--- src/mdg_pkg.sv ---
// ----------------------------------------------------------------------------
// Middle-digit generator package
// Widths, codes and shared types for the middle-digit generator.
// ----------------------------------------------------------------------------
package mdg_pkg;

  // Width of a stored value, a seed, the multiplier and a result.
  localparam int VAL_W      = 14;
  localparam int MODE_W     = 2;
  // Number of decimal digits kept from the product.
  localparam int DIGITS     = 4;
  localparam int PROD_W     = 2 * VAL_W;
  // Decimal digits needed for a PROD_W-bit number: floor(PROD_W * log10(2)) + 1.
  localparam int BCD_DIGITS = (PROD_W * 30103) / 100000 + 1;
  localparam int BCD_W      = 4 * BCD_DIGITS;
  localparam int LEN_W      = $clog2(BCD_DIGITS + 2);
  localparam int CNT_W      = $clog2(PROD_W);

  localparam logic [MODE_W-1:0] MODE_SQUARE  = 2'd0;
  localparam logic [MODE_W-1:0] MODE_PRODUCT = 2'd1;
  localparam logic [MODE_W-1:0] MODE_CONST   = 2'd2;

  localparam logic REG_MODE = 1'b0;
  localparam logic REG_MULT = 1'b1;

  localparam logic CMD_LOAD = 1'b0;
  localparam logic CMD_STEP = 1'b1;

  typedef enum logic [1:0] {
    ST_IDLE,
    ST_MUL,
    ST_CONV,
    ST_SEL
  } state_e;

  typedef struct packed {
    logic busy;
    logic done;
  } conv_status_t;

endpackage

--- src/mdg_bcd_conv.sv ---
// ----------------------------------------------------------------------------
// Binary to BCD converter
// Shift-and-add-3 conversion of the product, one bit per cycle.
// ----------------------------------------------------------------------------
module mdg_bcd_conv (
  input  logic                      clk_i,
  input  logic                      rst_ni,
  input  logic                      start_i,
  input  logic [mdg_pkg::PROD_W-1:0] bin_i,
  output logic [mdg_pkg::BCD_W-1:0]  bcd_o,
  output mdg_pkg::conv_status_t      status_o
);
  import mdg_pkg::*;

  logic [PROD_W-1:0] shift_q, shift_d;
  logic [BCD_W-1:0]  bcd_q, bcd_d;
  logic [BCD_W-1:0]  bcd_adj;
  logic [CNT_W-1:0]  cnt_q, cnt_d;
  logic              busy_q, busy_d;
  logic              done_q, done_d;

  // Every digit of five or more gets three added before the shift.
  always_comb begin
    for (int j = 0; j < BCD_DIGITS; j++) begin
      if (bcd_q[4*j +: 4] >= 4'd5) begin
        bcd_adj[4*j +: 4] = bcd_q[4*j +: 4] + 4'd3;
      end else begin
        bcd_adj[4*j +: 4] = bcd_q[4*j +: 4];
      end
    end
  end

  always_comb begin
    shift_d = shift_q;
    bcd_d   = bcd_q;
    cnt_d   = cnt_q;
    busy_d  = busy_q;
    done_d  = 1'b0;
    if (start_i) begin
      shift_d = bin_i;
      bcd_d   = '0;
      cnt_d   = CNT_W'(PROD_W - 1);
      busy_d  = 1'b1;
    end else if (busy_q) begin
      {bcd_d, shift_d} = {bcd_adj[BCD_W-2:0], shift_q, 1'b0};
      cnt_d            = cnt_q - CNT_W'(1);
      if (cnt_q == '0) begin
        busy_d = 1'b0;
        done_d = 1'b1;
      end
    end
  end

  always_ff @(posedge clk_i or negedge rst_ni) begin
    if (!rst_ni) begin
      cnt_q  <= '0;
      busy_q <= 1'b0;
      done_q <= 1'b0;
    end else begin
      cnt_q  <= cnt_d;
      busy_q <= busy_d;
      done_q <= done_d;
    end
  end

  always_ff @(posedge clk_i) begin
    shift_q <= shift_d;
    bcd_q   <= bcd_d;
  end

  assign bcd_o           = bcd_q;
  assign status_o.busy   = busy_q;
  assign status_o.done   = done_q;

endmodule

--- src/mdg_digit_select.sv ---
// ----------------------------------------------------------------------------
// Middle digit selector
// Pads the digit count to an even number and picks the middle digits.
// ----------------------------------------------------------------------------
module mdg_digit_select (
  input  logic [mdg_pkg::BCD_W-1:0]  bcd_i,
  input  logic [mdg_pkg::PROD_W-1:0] prod_i,
  output logic [mdg_pkg::VAL_W-1:0]  value_o
);
  import mdg_pkg::*;

  logic [LEN_W-1:0]    len;
  logic [LEN_W-1:0]    padded;
  logic [LEN_W-1:0]    drop;
  logic [BCD_W-1:0]    bcd_sh;
  logic [VAL_W-1:0]    acc;

  always_comb begin
    len = LEN_W'(1);
    for (int j = 0; j < BCD_DIGITS; j++) begin
      if (bcd_i[4*j +: 4] != 4'd0) begin
        len = LEN_W'(j + 1);
      end
    end
  end

  assign padded = len + {{(LEN_W-1){1'b0}}, len[0]};
  assign drop   = (padded - LEN_W'(DIGITS)) >> 1;
  assign bcd_sh = bcd_i >> {drop, 2'b00};

  // Decimal window back to binary, most significant digit first.
  always_comb begin
    acc = '0;
    for (int k = DIGITS - 1; k >= 0; k--) begin
      acc = (acc << 3) + (acc << 1) + VAL_W'(bcd_sh[4*k +: 4]);
    end
  end

  // Short products are passed on as they are.
  assign value_o = (padded < LEN_W'(DIGITS)) ? prod_i[VAL_W-1:0] : acc;

endmodule

--- src/middle_digit_generator.sv ---
// ----------------------------------------------------------------------------
// Middle-digit generator
// Four-digit middle square, middle product and constant multiplier scheme.
// ----------------------------------------------------------------------------
// The input channel carries a command with two seeds. A load beat stores the
// seeds and gives no result. A step beat forms a product from the stored
// values (square, older times newer, or multiplier times value), converts it
// to decimal and returns the middle four digits on the output channel as one
// beat; value / 10000 is the random fraction.
// A step passes from acceptance through the multiply state, which starts the
// converter on the 14x14 product, the bit-serial decimal conversion, the
// converter's done flag and digit selection to the output register. Input
// ready is low throughout and rises again once the sequencer is back in idle,
// so steps run one at a time. The result waits in the output register while
// the receiver stalls; input is taken again meanwhile, but a following step
// holds in the selection cycle until the output register is free.
// Mode and multiplier are written through the configuration port; the user
// must write them only while idle, which the block itself does not enforce.
// Reset clears both registers, both stored values and the output valid.
// ----------------------------------------------------------------------------
module middle_digit_generator (
  input  logic                       clk_i,
  input  logic                       rst_ni,
  input  logic                       cfg_we_i,
  input  logic                       cfg_idx_i,
  input  logic [mdg_pkg::VAL_W-1:0]  cfg_wdata_i,
  input  logic                       in_valid_i,
  output logic                       in_ready_o,
  input  logic                       command_i,
  input  logic [mdg_pkg::VAL_W-1:0]  seed_first_i,
  input  logic [mdg_pkg::VAL_W-1:0]  seed_second_i,
  output logic                       out_valid_o,
  input  logic                       out_ready_i,
  output logic [mdg_pkg::VAL_W-1:0]  value_o
);
  import mdg_pkg::*;

  state_e              state_q, state_d;
  logic [MODE_W-1:0]   mode_q;
  logic [VAL_W-1:0]    mult_q;
  logic [VAL_W-1:0]    older_q, older_d;
  logic [VAL_W-1:0]    newer_q, newer_d;
  logic [PROD_W-1:0]   prod_q;
  logic [PROD_W-1:0]   prod;
  logic [VAL_W-1:0]    op_a, op_b;
  logic                out_valid_q, out_valid_d;
  logic [VAL_W-1:0]    out_value_q;
  logic [BCD_W-1:0]    bcd;
  logic [VAL_W-1:0]    sel_value;
  conv_status_t        conv_st;
  logic                in_fire;
  logic                conv_start;
  logic                commit;

  assign in_fire = in_valid_i && in_ready_o;

  always_comb begin
    op_a = older_q;
    op_b = older_q;
    case (mode_q)
      MODE_PRODUCT: op_b = newer_q;
      MODE_CONST:   op_a = mult_q;
      default:      op_b = older_q;
    endcase
  end

  assign prod = PROD_W'(op_a) * PROD_W'(op_b);

  mdg_bcd_conv u_conv (
    .clk_i    (clk_i),
    .rst_ni   (rst_ni),
    .start_i  (conv_start),
    .bin_i    (prod),
    .bcd_o    (bcd),
    .status_o (conv_st)
  );

  mdg_digit_select u_select (
    .bcd_i   (bcd),
    .prod_i  (prod_q),
    .value_o (sel_value)
  );

  // Next state.
  always_comb begin
    state_d = state_q;
    unique case (state_q)
      ST_IDLE: begin
        if (in_fire && command_i == CMD_STEP) state_d = ST_MUL;
      end
      ST_MUL:  state_d = ST_CONV;
      ST_CONV: begin
        if (conv_st.done) state_d = ST_SEL;
      end
      ST_SEL: begin
        if (!out_valid_q || out_ready_i) state_d = ST_IDLE;
      end
      default: state_d = ST_IDLE;
    endcase
  end

  // Outputs of the sequencer.
  always_comb begin
    in_ready_o = 1'b0;
    conv_start = 1'b0;
    commit     = 1'b0;
    unique case (state_q)
      ST_IDLE: in_ready_o = 1'b1;
      ST_MUL:  conv_start = 1'b1;
      ST_CONV: ;
      ST_SEL:  commit = !out_valid_q || out_ready_i;
      default: ;
    endcase
  end

  always_comb begin
    older_d = older_q;
    newer_d = newer_q;
    if (in_fire && command_i == CMD_LOAD) begin
      older_d = seed_first_i;
      newer_d = seed_second_i;
    end else if (commit) begin
      if (mode_q == MODE_PRODUCT) begin
        older_d = newer_q;
        newer_d = sel_value;
      end else begin
        older_d = sel_value;
      end
    end
  end

  always_comb begin
    out_valid_d = out_valid_q;
    if (commit) begin
      out_valid_d = 1'b1;
    end else if (out_ready_i) begin
      out_valid_d = 1'b0;
    end
  end

  always_ff @(posedge clk_i or negedge rst_ni) begin
    if (!rst_ni) begin
      state_q     <= ST_IDLE;
      mode_q      <= MODE_SQUARE;
      mult_q      <= '0;
      older_q     <= '0;
      newer_q     <= '0;
      out_valid_q <= 1'b0;
    end else begin
      state_q     <= state_d;
      older_q     <= older_d;
      newer_q     <= newer_d;
      out_valid_q <= out_valid_d;
      if (cfg_we_i) begin
        if (cfg_idx_i == REG_MODE) begin
          mode_q <= cfg_wdata_i[MODE_W-1:0];
        end else if (cfg_idx_i == REG_MULT) begin
          mult_q <= cfg_wdata_i;
        end
      end
    end
  end

  always_ff @(posedge clk_i) begin
    if (conv_start) prod_q <= prod;
    if (commit) out_value_q <= sel_value;
  end

  assign out_valid_o = out_valid_q;
  assign value_o     = out_value_q;

`ifndef ASSERT_OFF
  a_done_in_conv: assert property (@(posedge clk_i) disable iff (!rst_ni)
    conv_st.done |-> state_q == ST_CONV)
    else $error("converter finished outside the conversion state");

  a_idle_not_busy: assert property (@(posedge clk_i) disable iff (!rst_ni)
    state_q == ST_IDLE |-> !conv_st.busy)
    else $error("converter busy while the sequencer is idle");

  a_value_range: assert property (@(posedge clk_i) disable iff (!rst_ni)
    out_valid_o |-> value_o <= VAL_W'(9999))
    else $error("result exceeds four decimal digits");

  a_result_from_sel: assert property (@(posedge clk_i) disable iff (!rst_ni)
    $rose(out_valid_o) |-> $past(state_q == ST_SEL))
    else $error("result appeared without a selection cycle");
`endif

endmodule

--- config.mk ---
export PLATFORM = sky130hd
export DESIGN_NAME = middle_digit_generator
export DESIGN_NICKNAME = d
export VERILOG_FILES = /design/src/mdg_pkg.sv /design/src/mdg_bcd_conv.sv /design/src/mdg_digit_select.sv /design/src/middle_digit_generator.sv
export SDC_FILE = /design/constraint.sdc
export NUM_CORES = 1
export LEC_CHECK = 0
export ABC_AREA = 1
export BUFFER_PORTS_ARGS = -buffer_cell sky130_fd_sc_hd__buf_2
export CORE_MARGIN = 1
export CORE_UTILIZATION = 64
export CTS_CLUSTER_SIZE = 28
export DETAILED_ROUTE_END_ITERATION = 10
export GPL_TIMING_DRIVEN = 0
export PLACE_DENSITY_LB_ADDON = 0.25
export SLEW_MARGIN = 20
export SYNTH_ARGS = -nofsm -noshare
export SYNTH_HDL_FRONTEND = slang
export SYNTH_SLANG_ARGS = --single-unit
export TNS_END_PERCENT = 30
--- constraint.sdc ---
create_clock -name clk_i -period 9 [get_ports clk_i]
set_clock_uncertainty 0.05 [all_clocks]
set_input_delay 0.45 -clock clk_i [delete_from_list [all_inputs] [get_ports clk_i]]
set_output_delay 0.45 -clock clk_i [all_outputs]
set_load 0.03 [all_outputs]
==> impl_metrics.json <==
{
  "status": "finished clean",
  "rsz0062_at_grt": "false",
  "num_rows": 56,
  "first_pass_iters": 6,
  "synth_edf_count": 56,
  "place_congestion": 0.9830,
  "coreArea_um2": 23610,
  "numCtsBuffers": 17,
  "area_growth_pct": 8.652,
  "worstSetupPathType": "reg -> reg",
  "relSlewSlack": 0.1450,
  "worst_setup_path_end_kind": "flip-flop",
  "layout.nets": 2386,
  "initial_core_util": 0.6547,
  "cts_hold_buf": 0,
  "grt_max_degree": 55,
  "cts.sinks": 146,
  "fin_crit_ns": 8.373,
  "ys_ff_latch": 146,
  "critical-path-slowest-cell": "fa_1",
  "worstPathMaxFanout": 10,
  "htreeDepth": 4,
  "grt_pass1_vias": 13132,
  "period_share": 0.9303,
  "synth_cell_types": 54,
  "ios": 65,
  "cts_root_buf": "clkbuf_16",
  "hold_viol_final": 0,
  "portBuffers": 64,
  "layout_commonest_cell": "nand2_1",
  "drt_iter0_markers": 1338,
  "via_per_inst": 5.791,
  "synthArstFlopShare": 0.3699,
  "fmax_ghz": 0.1194,
  "cpMostUsedCell": "ha_1",
  "drive_gt1_frac": 0.08105,
  "syn_area_um2": 15460,
  "drv_cap": 0,
  "drt-wirelength-per-cell_um": 17.38,
  "diodes": 0,
  "ys_seq_area_frac": 0.2428,
  "dieWidth_um": 157.4,
  "maxSlewViolCount": 0,
  "ys.flop_type": "edfxtp_1",
  "cp.required_ns": 9.25,
  "die_area_um2": 24780,
  "hp-class": "in -> async",
  "grt_use_total": 0.3487,
  "drt-total-wl_um": 41130,
  "synth_fp_nets": 2303,
  "clock_latency_ns": 0.43,
  "dp_cells": 2336,
  "crit_arrival_ns": 8.62,
  "die_h_um": 157.4,
  "route.detailed.drc": 0,
  "gr-total-overflow": 0,
  "clk_pin_slew_ns": 0.07,
  "hpwl_um": 32210,
  "antenna_found_initial": 0,
  "synthCells": 1952,
  "most-common-layout-cells": "416 x nand2_1, 329 x inv_1, 194 x nor2_1",
  "avgSynthCellArea_um2": 7.919,
  "setup_viol": 0,
  "worst_slew_pin_slew_ns": 1.274,
  "ys_warn_count": 0,
  "cts_tree": "built",
  "start_kind": "flip-flop",
  "clock_path_buffers": 2,
  "ant_nets": 0,
  "fin_cells": 2367,
  "cpPeakStageDelay_ns": 0.48,
  "num_vias": 13707,
  "grt_pass1_wl_um": 66090
}
what timing repair did:
action                     CTS  global route
setup buffers                0             1
pin swaps                    0             1
setup endpoints to repair    4            17
gates resized for setup      0            20
Yosys cell counts (12+ instances only):
library cell / number / share of area
xnor2_1: 16 / 0.0091
clkbuf_1: 51 / 0.012
nor2_1: 195 / 0.047
a31oi_1: 12 / 0.0049
a21oi_1: 93 / 0.030
dfrtp_1: 54 / 0.087
ha_1: 156 / 0.13
fa_1: 146 / 0.19
o21ai_1: 24 / 0.0078
xor2_1: 22 / 0.012
nand2_2: 12 / 0.0049
nand2_1: 416 / 0.10
inv_1: 330 / 0.080
dfxtp_1: 36 / 0.047
o21ai_0: 126 / 0.041
nand3_1: 51 / 0.017
o22ai_1: 27 / 0.011
edfxtp_1: 56 / 0.11
kinds of logic after synthesis:
| family | share of synthesized area |
|---|---|
| AO/OA/AOI/OAI | 0.1257 |
| XOR/XNOR | 0.02153 |
| adder cells (fa/ha/maj) | 0.3153 |
| buffers and inverters | 0.09802 |
| flip-flops | 0.2428 |
| multiplexers | 0.001457 |
| AND/OR/NAND/NOR | 0.1951 |
final cells by class:
type | instances | area [um^2]
multi-input combinational | 1404 | 10230
fill | 1969 | 6817
sequential | 146 | 3754
inverter | 344 | 1297
clock buffer | 17 | 425.4
tap | 319 | 399.1
timing repair buffer | 66 | 350.3
buffer | 56 | 222.7
clock inverter | 15 | 120.1
per-stage QoR:
stage / area, um^2 / hold slack (ns) / util / setup slack (ns) / setup TNS (ns)
finish: 16800 / 0.03229 / 0.7113 / 0.6269 / 0
global route: 16800 / 0.07661 / 0.7113 / 0.01761 / 0
CTS: 16740 / 0.05444 / 0.7091 / 0.009599 / 0
detailed placement: 16200 / 0.3970 / 0.6861 / -0.01293 / -0.01293
global placement: 16180 / 0.3795 / 0.6851 / 0.06373 / 0
floorplan: 15460 / 0.1044 / - / 1.437 / 0
critical path: cells and delay by family, from the launching register on:
kind	cells	cell delay, ns
adder cells (fa/ha/maj)	8	2.65
AND/OR/NAND/NOR	18	1.80
AO/OA/AOI/OAI	10	1.59
buffers and inverters	6	1.15
XOR/XNOR	3	0.65
flip-flops	1	0.35
registers in the layout (all words and copies together), names as in the netlist:
signal	flops
u_conv.busy_q	1
state_q	2
value_o	14
u_conv.done_q	1
out_valid_o	1
u_conv.shift_q	28
mult_q	14
newer_q	14
u_conv.bcd_o	36
mode_q	2
older_q	14
u_conv.cnt_q	5
prod_q	14
worst paths after layout:
| kind | startpoint | to | slack (ns) | cells after the start |
|---|---|---|---|---|
| hold reg to reg | mode_q[0] | mode_q[0] | 0.44 | 2 |
| setup / recovery | u_conv.bcd_o[8] | newer_q[13] | 0.63 | 45 |
| setup reg to reg | u_conv.bcd_o[8] | newer_q[13] | 0.63 | 45 |
| min in group clk_i | cfg_wdata_i[3] | mult_q[3] | 0.20 | 2 |
| max in group asynchronous | rst_ni | mult_q[11] | 8.37 | 1 |
| hold / removal | rst_ni | state_q[1] | 0.03 | 1 |
routing by layer:
metal,part of all wire,vias to the layer above,track usage
met5,0,-,0
met4,0.028,0,0.1174
met3,0.091,97,0.06360
met2,0.46,647,0.5596
met1,0.42,6569,0.4762
li1,-,6394,-
Power is left out: the tool's default activity adds up to more than one toggle a clock period on the data nets, which glitch-free logic cannot reach.
